[src/hdl/dfd_pkg.sv]
// shared constants, state type and divider control and status structs for the double fraction to decimal unit
// no dependencies
`timescale 1ns / 1ps
`default_nettype none

package dfd_pkg;

  localparam int FRAC_BITS  = 52;
  localparam int EXP_W      = 12;
  localparam int DATA_W     = 64;
  localparam int PLACE_W    = 7;
  localparam int COUNT_W    = 5;
  localparam int CHUNK_W    = 16;
  localparam int DIV_SHIFT  = 24;

  localparam logic [EXP_W-1:0]   EXP_BIAS   = 12'd1023;
  localparam logic [DATA_W-1:0]  SCALE_LIMIT = 64'h1999_9999_9999_9999;
  localparam logic [DATA_W-1:0]  BIG_LIMIT  = 64'h8AC7_2304_89E8_0000;
  localparam logic [20:0]        DIV_RECIP  = 21'd1677722;
  localparam logic [1:0]         BIG_PASSES = 2'd3;
  localparam logic [PLACE_W-1:0] COUNT_MAX  = 7'd31;

  typedef enum logic [2:0] {
    S_IDLE,
    S_WALK,
    S_BIG_GO,
    S_BIG_WAIT,
    S_TRIM_GO,
    S_TRIM_WAIT,
    S_DONE
  } dfd_state_t;

  typedef struct packed {
    logic start;
  } dfd_div_ctrl_t;

  typedef struct packed {
    logic busy;
    logic done;
    logic rem_zero;
  } dfd_div_stat_t;

endpackage

`default_nettype wire

[src/hdl/dfd_scale.sv]
// one step of the fraction bit walk: scale by ten or halve the weight, then add
// depends on dfd_pkg
`timescale 1ns / 1ps
`default_nettype none

module dfd_scale (
  input  wire logic [dfd_pkg::DATA_W-1:0] value,
  input  wire logic [dfd_pkg::DATA_W-1:0] weight,
  input  wire logic                       frac_bit,
  output logic      [dfd_pkg::DATA_W-1:0] value_next,
  output logic      [dfd_pkg::DATA_W-1:0] weight_next,
  output logic                            scaled
);
  import dfd_pkg::*;

  logic [DATA_W-1:0] value_x10;
  logic [DATA_W-1:0] weight_x5;

  always_comb begin
    value_x10 = (value << 3) + (value << 1);
    weight_x5 = (weight << 2) + weight;
    scaled    = (value <= SCALE_LIMIT);
    if (scaled) begin
      weight_next = weight_x5;
      value_next  = value_x10 + (frac_bit ? weight_x5 : '0);
    end else begin
      weight_next = weight >> 1;
      value_next  = value + (frac_bit ? (weight >> 1) : '0);
    end
  end

endmodule

`default_nettype wire

[config.mk]
export PLATFORM = sky130hd
export DESIGN_NAME = dfd_scale
export DESIGN_NICKNAME = d
export VERILOG_FILES = /design/src/hdl/dfd_pkg.sv /design/src/hdl/dfd_scale.sv
export SDC_FILE = /design/constraint.sdc
export NUM_CORES = 1
export LEC_CHECK = 0
export BUFFER_PORTS_ARGS = -buffer_cell sky130_fd_sc_hd__buf_2
export CAP_MARGIN = 20
export CORE_ASPECT_RATIO = 1.1
export CORE_UTILIZATION = 47
export DETAILED_ROUTE_END_ITERATION = 8
export PLACE_DENSITY = 0.69
export SLEW_MARGIN = 20
export SYNTH_ARGS = -nofsm -noshare
export SYNTH_HDL_FRONTEND = slang
export SYNTH_SLANG_ARGS = --single-unit
[constraint.sdc]
create_clock -name vclk -period 8.3
set_clock_uncertainty 0.1 [all_clocks]
set_input_delay 0.83 -clock vclk [all_inputs]
set_output_delay 0.83 -clock vclk [all_outputs]
set_load 0.005 [all_outputs]
Yosys cells after proc, flatten, opt, wreduce, memory -nomap -nowiden --
Cells that the tools add are included.
Storage, ports and cells: memories kept 0, RAM bits 0, output and inout bits 129, bits of input ports 129, register bits after elaboration 0, memory bits (read-only) 0, bits in latches 0, word-level logic and storage cells 9
Cells by class: reductions and logical operators 0, multipliers 0, mux-type cells 4, shift operators 0, $lt $le $gt $ge 1, bitwise operators 0, equal/unequal tests 0, $add $sub $neg 4, div/mod/pow operators 0
Operators with widths (count):
- $add 64x64->64 | 4
- $mux 64 | 3
- $le 64x61->1 const B | 1
- $mux 63 | 1

Depth between registers and ports, before layout --
Gate-level depths: netlist (run 1).
depth after elaboration 4, mapped depth 28, mapped depth without buffers 27

Least setup slack after synthesis (run 1) --
Ideal clock, no wire load.
path type input to output, from input weight[0] (netlist bit), to output value_next[63] (netlist bit), data required time 7.370 ns, setup slack 1.192 ns, path buffers 1, data arrival time 6.178 ns, stages on the path 25, cells stage by stage ha_1 inv_1 fa_1 nor2b_1 o31a_1 o31a_1 o311a_1 or2_2 a21oi_1 o21bai_1 a31oi_1 xnor2_1 and2_1 fa_1 ha_1 clkbuf_1 nand4_1 nor3_1 nand3_1 o31ai_1 o21ai_0 a31oi_1 a31oi_1 xnor2_1 mux2_2
On the way: longest elaborated chain between the ends 4
Ends and longest elaborated chain:
- start: declaration | line dfd_scale.sv:8 | input wire logic [dfd_pkg::DATA_W-1:0] weight,
- $add 64x64->64 | line dfd_scale.sv:21 | weight_x5 = (weight << 2) + weight;
- $mux 64 | line dfd_scale.sv:25 | value_next = value_x10 + (frac_bit ? weight_x5 : '0);
- $add 64x64->64 | line dfd_scale.sv:25
- $mux 64 | line dfd_scale.sv:23 | if (scaled) begin
- end: declaration | line dfd_scale.sv:10 | output logic [dfd_pkg::DATA_W-1:0] value_next,
Every way passes these cells.

Final worst setup path (run 1) --
from input weight[2] (netlist bit), to output value_next[61] (netlist bit)
On the way: longest elaborated chain between the ends 4, elaborated cells on any way between the ends 6, those cells by class add/sub: 3; mux: 3
Ends and longest elaborated chain (line):
- $add 64x64->64 | dfd_scale.sv:21
- $mux 64 | dfd_scale.sv:25
- $add 64x64->64 | dfd_scale.sv:25
- $mux 64 * | dfd_scale.sv:23
Mark *: on every way between the ends. The rest lies on a longest branch, timed or not.

==> key figures, run 1 <==
Run status
  • Outcome: finished, final reports clean

Setup path
  • CP endpoint kind: output pin
  • CP Launch Type: input port
  • Worst Path Max Fanout: 7
  • Worst EP arrival: 7080 ps
  • Slowest cell delay on critical path: 390 ps
  • Worst Path Required: 7370 ps
  • Setup Crit Path Kind: in2out
  • Slowest stage cell, crit path: or2_2
  • Crit path top cell by count: a21o_1

Die
  • Starting Density: 0.483
  • Total core area: ~30000 µm²
  • I/O pin cnt: 258
  • DIE AREA: roughly 31000 µm²
  • Die H: 186 µm
  • # rows: 66
  • Die width: 169 µm

GRT
  • Total Routing Usage GR: 0.339
  • Largest net degree at the start of global routing: between 80 and 90
  • Initial antenna violation count: 0
  • M1 GR Usage: 0.442
  • GR peak layer: met2
  • Met3 Use GR: 0.0168
  • GRT overflow: 0
  • Met2 Use GR: 0.593
  • Vias in the first global route: between 15000 and 20000
  • First-pass GRT wire length: approximately 84000 µm

Place
  • Dpl hpwl: 46200 µm
  • GP Congestion: 1.01
  • Port bufs: 258
  • Placed instance area: 16000 µm²

Logic synthesis
  • Syn nets: 2441
  • Synth top area cells: ha_1, fa_1, a21oi_1
  • Synth Cell Area: 14400 µm²
  • Syn avg cell area: 7.00 µm²
  • Yosys warnings: 0
  • Mapped Cells: between 2000 and 2500
  • Seq/Total Area, Yosys: 0
  • Synth area leader: ha_1
  • Number of library cell types mapped by synthesis: 78
  • Synth top area share: 0.161

Power
  • Sequential share of power: 0
  • P_int: 0.000874 W
  • Power per cell area: ~130 nW/µm²
  • Psw: 0.00128 W
  • Peak supply drop: approximately 84 µV
  • P_leak: roughly 7.5 nW
  • Clock share of power: 0
  • Comb power frac: 1.000
  • Sw frac: 0.593

Final layout
  • Area grow syn2layout: 11.2%
  • Nets: around 2600
  • Share of layout cells above drive strength 1: 0.164
  • Seq_cells: 0
  • Layout clock buffers: 0
  • Register Area: 0 µm²
  • Antenna diodes: 0
  • Fill count: a little over 3000
  • Design Area, Final: 16100 µm²

Timing
  • Setup TNS: 0 ps
  • Final setup viols: 0
  • Tcrit/Tclk final: 0.965
  • RSZ-0062 raised after global routing: no
  • Tightest Pin Transition: 1030 ps
  • Max-slew headroom: 0.311
  • Fmax: roughly 120 MHz
  • Hold Vio Cnt, Final: 0
  • Crit path time final: around 8000 ps
  • Max Slew Vio Count: 0

Detailed routing
  • Starting DRT DRC Count: 1297
  • Total wire length: between 50000 and 60000 µm
  • Wirelength per Cell: 20.8 µm
  • Number of detailed-route iterations in the first pass: 5
  • Drc violations: 0
  • Vias/cell: between 6 and 7
  • Antenna Nets Post-Route: 0
  • Vias after detailed routing: ~17000

Worst hold path
  • Class of the worst hold path: in2out

CTS
  • Postcts setup bufs: 0

Flow run
  • Max_cap viols: 0
==> per-layer routing <==
layer	wire length, µm	up-vias
met5	0	-
met3	3460	122
met1	23500	7813
met4	2200	0
met2	25800	759
li1	-	7896
==> final timing paths <==
kind,startpoint,depth (start not counted),endpoint,slack (ps)
hold / removal,weight[5],4,weight_next[4],1890
setup / recovery,weight[2],27,value_next[61],290
==> stage by stage <==
stage	setup WS (ps)	std cells	utilization	power, W	hold slack [ps]
detailed placement	94.5	2648	0.537	0.00209	1890
global route	21.7	2648	0.537	0.00233	1910
finish	290	2648	0.537	0.00215	1890
CTS	46.6	2648	0.537	0.00210	1890
floorplan	1190	2063	-	0.00145	1640
global placement	265	2647	0.536	0.00209	1880
==> power by group through the flow <==
stage                     logic (W)  clock network [W]  registers (W)
after global placement      0.00209                  0              0
after detailed placement    0.00209                  0              0
after CTS                   0.00210                  0              0
after floorplan             0.00145                  0              0
final                       0.00215                  0              0
after global routing        0.00233                  0              0
==> what timing repair did <==
item,in CTS,in global routing
resized for setup,0,5
hold buffers,0,0
hold endpoints to repair,0,0
setup endpoints to repair,0,9
==> worst max-delay path: cells and delay by family <==
family,cells,cell delay (ps)
buf+inv,3,450
mux,1,90
simple gates,2,570
xor+xnor,2,400
compound gates,16,3620
fa+ha+maj,3,1090
==> cell usage in the layout, fill, tap and decap left out, types with 4 or more instances in the layout <==
cell       instances
mux2i_1           12
o211ai_1          16
a221oi_1           7
a211o_1            5
or2_2              9
o21ai_1            9
nor3_1            30
o21a_1            19
o31ai_1           19
and2_1           119
nand3b_1           4
nor2b_1           22
a21boi_0           4
a21oi_1          237
ha_1             186
a211oi_1          21
a21o_1           112
o21ai_0          146
buf_2            258
xnor2_1          116
nand2b_1          13
and3_1            24
nand2_1          173
a41oi_1            4
nand3_1           51
inv_1             57
fa_1              63
mux2_2            56
o21bai_1          42
xor2_1            57
nor4_1            10
o31a_1             5
a31oi_1           24
a2111oi_0          4
nand4_1           46
or3_1              7
buf_4             20
nor2_1           168
==> synthesized netlist by cell type, drive strengths merged, types with 31 or more instances <==
cell type / n
o21ai: 156
fa: 63
mux2: 56
nand2: 173
ha: 186
nor3: 31
inv: 58
nand4: 46
a21o: 112
and2: 120
a21oi: 239
clkbuf: 89
xnor2: 116
o21bai: 42
xor2: 57
nand3: 51
nor2: 168
==> final cells by class <==
class | instances | area, µm² | area share
inverters | 59 | 223 | 0.0139
multi-input cells | 1902 | 13900 | 0.863
well taps | 408 | 510 | 0.0318
repair buffers | 279 | 1470 | 0.0915
==> logic make-up (layout without fill, tap and decap cells) <==
| group | count (synthesis) | in the layout | share of synthesized area |
|---|---|---|---|
| fa+ha+maj | 249 | 249 | 0.249 |
| compound gates | 721 | 721 | 0.315 |
| simple gates | 691 | 691 | 0.237 |
| mux | 68 | 68 | 0.0520 |
| buf+inv | 161 | 338 | 0.0424 |
| xor+xnor | 173 | 173 | 0.105 |
No activity file was read; power rests on OpenSTA's default activity.
==> inputs of run 2 (changes only) <==
==> constraint.sdc (replaced) <==
create_clock -name vclk -period 8.3
set_clock_uncertainty 0.1 [all_clocks]
set_input_delay 0.83 -clock vclk [all_inputs]
set_output_delay 0.83 -clock vclk [all_outputs]
set_load 0.1 [all_outputs]
==> key figures, run 2 (synthesis results as in run 1) <==
Setup path
  • Worst EP arrival: 7130 ps
  • Worst Path Required: 7370 ps
  • Setup Crit Path Kind: in2out
  • Worst Path Max Fanout: 4
  • CP endpoint kind: output pin
  • CP Launch Type: input port

GRT
  • M1 GR Usage: 0.444
  • Met2 Use GR: 0.590
  • GR peak layer: met2
  • GRT overflow: 0
  • Vias in the first global route: 15700
  • Largest net degree at the start of global routing: 76
  • Initial antenna violation count: 7
  • Met3 Use GR: 0.0300
  • Total Routing Usage GR: 0.341
  • First-pass GRT wire length: 85400 µm

Detailed routing
  • Number of detailed-route iterations in the first pass: 6
  • Total wire length: 54700 µm
  • Antenna Nets Post-Route: 0
  • Wirelength per Cell: slightly above 20 µm
  • Drc violations: 0
  • Vias/cell: 6.21
  • Vias after detailed routing: 16500
  • Starting DRT DRC Count: 1492

Timing
  • Tightest Pin Transition: roughly 1200 ps
  • Hold Vio Cnt, Final: 0
  • Max Slew Vio Count: 0
  • Final setup viols: 0
  • RSZ-0062 raised after global routing: yes
  • Max-slew headroom: 0.222
  • Crit path time final: 8060 ps
  • Fmax: between 100 and 150 MHz
  • Tcrit/Tclk final: 0.971

Place
  • Dpl hpwl: 45700 µm
  • GP Congestion: just over 1
  • Placed Instances: 2645
  • Placed instance area: 16300 µm²
  • Port bufs: 258

Final layout
  • Design Area, Final: approximately 16000 µm²
  • Commonest non-fill, non-tap cell in the layout: buf_2
  • Layout Cells excl Fill: around 2600
  • Seq_cells: 0
  • Most frequent cells in the layout: buf_2, a21oi_1, ha_1
  • Share of layout cells above drive strength 1: 0.166
  • Nets: 2617
  • Area grow syn2layout: 13.0%
  • Layout clock buffers: 0
  • Register Area: 0 µm²
  • Fill count: 3049

Power
  • P_leak: 7.58 nW
  • Peak supply drop: between 100 and 150 µV
  • Power per cell area: 182 nW/µm²

Worst hold path
  • Worst Hold End: value_next[0]
  • Class of the worst hold path: in2out
  • Worst Hold Depth: 4
  • Hold Startpoint: weight[0]

Flow run
  • Max_cap viols: 0

Die
  • DIE AREA: 31400 µm²
  • # rows: 66
  • Starting Density: 0.483
  • Die H: 186 µm
  • I/O pin cnt: 258
  • Total core area: 29900 µm²
  • Die width: roughly 170 µm

CTS
  • Hold_buf cts: 0
  • Postcts setup bufs: 0

Run status
  • Outcome: finished, final reports clean
==> run 2: changes by cell type in the layout (fill, tap and decap cells not counted), sizes merged <==
cell,change
buf,-3
diode,+3
==> run 2: metrics by stage <==
step	setup TNS, ps	worst slack (ps)	power (W)	hold WS [ps]	utilization
6_report	0	244	0.00297	2060	0.545
5_1_grt	-61.1	-40.2	0.00318	2100	0.545
4_1_cts	0	15.0	0.00293	2060	0.544
3_5_place_dp	0	54.1	0.00291	2070	0.544
3_3_place_gp	0	113	0.00291	2070	0.544
2_1_floorplan	0	9.57	0.00221	2010	-
==> run 2: worst max-delay path: stages <==
cell and delay (ps):
buf_2 130, ha_1 210, inv_1 80, fa_1 210, nor2b_1 70, o31a_1 320
o31a_1 300, o311a_1 400, or2_2 330, a21oi_1 270, o21bai_1 160, a31oi_1 230
xnor2_1 200, and2_1 190, fa_1 410, ha_1 320, a21o_1 160, a21o_1 170
a211oi_1 250, o221ai_1 140, a21oi_1 380, o211ai_1 240, a21oi_2 310, o21ai_0 150
xnor2_1 150, mux2i_1 280, buf_12 220
==> run 2: report_power, final <==
| group | switching [W] | internal [W] |
|---|---|---|
| registers | 0 | 0 |
| logic | 0.00203 | 0.000943 |
| clock network | 0 | 0.0000000000484 |
==> run 2: how the worst max path moves through the flow <==
| stage | to | start | cells past startpoint |
|---|---|---|---|
| finish | value_next[54] | weight[2] | 27 |
| global route | value_next[57] | weight[2] | 28 |
| CTS | value_next[61] | weight[2] | 29 |
| detailed placement | value_next[61] | weight[2] | 29 |
| global placement | value_next[61] | weight[2] | 29 |
| floorplan | value_next[56] | weight[0] | 26 |
==> run 2: final cells by class <==
cell class | count | area, µm² | share of cell area
Multi-Input combinational cell | 1902 | 13900 | 0.851
Inverter | 59 | 223 | 0.0137
Antenna cell | 3 | 7.51 | 0.000460
Tap cell | 408 | 510 | 0.0313
Timing Repair Buffer | 276 | 1680 | 0.103
==> run 2: timing repair <==
item	in CTS	in global routing
gates resized for setup	0	9
endpoints found under the setup margin	0	15
hold endpoints to repair	0	0
==> run 2: layer usage <==
layer / up-vias / wire, µm
met2: 692 / 25400
met1: 7740 / 23600
met3: 117 / 3540
met4: 8 / 2080
met5: - / 59
li1: 7895 / -
==> inputs of run 3 (changes only) <==
--- a/config.mk
+++ b/config.mk
@@ -5,7 +5,7 @@
 export SDC_FILE = /design/constraint.sdc
 export NUM_CORES = 1
 export LEC_CHECK = 0
-export BUFFER_PORTS_ARGS = -buffer_cell sky130_fd_sc_hd__buf_2
+export BUFFER_PORTS_ARGS = -buffer_cell sky130_fd_sc_hd__buf_4
 export CAP_MARGIN = 20
 export CORE_ASPECT_RATIO = 1.1
 export CORE_UTILIZATION = 47
==> key figures, run 3 (synthesis results as in run 1) <==
Run status
  • Outcome: finished, final reports clean

Final layout
  • Nets: 2621
  • Commonest non-fill, non-tap cell in the layout: buf_4
  • Antenna diodes: 0
  • Seq_cells: 0
  • Share of layout cells above drive strength 1: 0.168
  • Area grow syn2layout: 15.9%
  • Layout clock buffers: 0
  • Register Area: 0 µm²
  • Design Area, Final: roughly 17000 µm²
  • Most frequent cells in the layout: buf_4, a21oi_1, ha_1

Setup path
  • Worst Path Required: 7370 ps
  • Worst EP arrival: 7010 ps
  • Critical Path Source: weight[2]
  • Crit path top cell by count: o21ai_0
  • Setup Crit Path Kind: in2out
  • Worst Path Max Fanout: 6
  • Slowest stage cell, crit path: o31ai_1
  • Slowest cell delay on critical path: 450 ps
  • CP Launch Type: input port
  • CP endpoint kind: output pin

CTS
  • Postcts setup bufs: 0
  • Hold_buf cts: 0
  • Post_cts resized: 0

Die
  • Total core area: between 20000 and 30000 µm²
  • Die H: 186 µm
  • # rows: 66
  • I/O pin cnt: 258
  • DIE AREA: 31400 µm²
  • Starting Density: 0.483
  • Die width: 169 µm

Timing
  • Tightest Pin Transition: roughly 1100 ps
  • Setup slack after layout: 363 ps
  • Crit path time final: 7940 ps
  • Fmax: ~130 MHz
  • Max Slew Vio Count: 0
  • Setup TNS: 0 ps
  • Max-slew headroom: 0.242
  • RSZ-0062 raised after global routing: no
  • Tcrit/Tclk final: 0.956
  • Hold Vio Cnt, Final: 0
  • Final setup viols: 0

Power
  • Power per cell area: 180 nW/µm²
  • Total power: 0.00301 W
  • P_leak: 7.73 nW
  • Peak supply drop: 162 µV

Flow run
  • Max_cap viols: 0

Detailed routing
  • Drc violations: 0
  • Starting DRT DRC Count: 1506
  • Total wire length: 56800 µm
  • Wirelength per Cell: roughly 21 µm
  • Vias after detailed routing: 16500
  • Number of detailed-route iterations in the first pass: 5
  • Antenna Nets Post-Route: 0
  • Vias/cell: 6.24

Place
  • Port bufs: 258
  • Placed instance area: 16700 µm²
  • Dpl hpwl: 48000 µm
  • DP Worst Slack: 150 ps
  • GP Congestion: between 1 and 1.5

Worst hold path
  • Class of the worst hold path: in2out
  • Hold Startpoint: weight[33]
  • Worst Hold End: weight_next[32]
  • Worst Hold Depth: 4

GRT
  • Total Routing Usage GR: 0.354
  • GRT overflow: 0
  • Vias in the first global route: roughly 16000
  • Largest net degree at the start of global routing: slightly below 80
  • Initial antenna violation count: 1
  • First-pass GRT wire length: slightly below 90000 µm
run 3: cell types whose count changed in the layout (fill, tap and decap cells not counted), sizes merged:
cell and delta:
diode -3, buf +4
run 3: stage by stage:
| stage | instances | utilization | hold slack [ps] |
|---|---|---|---|
| final | 2649 | 0.560 | 2020 |
| after CTS | 2649 | 0.558 | 2020 |
| after global routing | 2649 | 0.560 | 2050 |
| after floorplan | 2063 | - | 2010 |
| after global placement | 2649 | 0.558 | 2010 |
| after detailed placement | 2649 | 0.558 | 2020 |
run 3: how the worst max path moves through the flow:
stage                                 to  depth (start not counted)
after CTS                 value_next[63]                         27
after detailed placement  value_next[61]                         27
after global placement    value_next[61]                         27
final                     value_next[63]                         27
after floorplan           value_next[56]                         26
after global routing      value_next[63]                         28
run 3: cell type report:
| class | count | area, µm² |
|---|---|---|
| multi-input combinational | 1902 | 13900 |
| fill | 3027 | 13200 |
| timing repair buffer | 280 | 2110 |
| tap | 408 | 510 |
| inverter | 59 | 223 |
run 3: power breakdown:
part	switching [W]	internal, W
Combinational	0.00205	0.000965
Clock	0	0
Sequential	0	0
Total	0.00205	0.000965
run 3: critical path: cells and delay by family:
| family | cells | cell delay (ps) |
|---|---|---|
| buf+inv | 3 | 540 |
| mux | 1 | 260 |
| simple gates | 5 | 850 |
| xor+xnor | 2 | 580 |
| fa+ha+maj | 3 | 1170 |
| compound gates | 13 | 2730 |
run 3: layer usage:
metal,track usage,vias up,share of wire
li1,-,7890,-
met1,0.452,7835,0.42
met2,0.632,683,0.48
met3,0.0289,109,0.064
met4,0.111,2,0.035
met5,0,-,0.00019
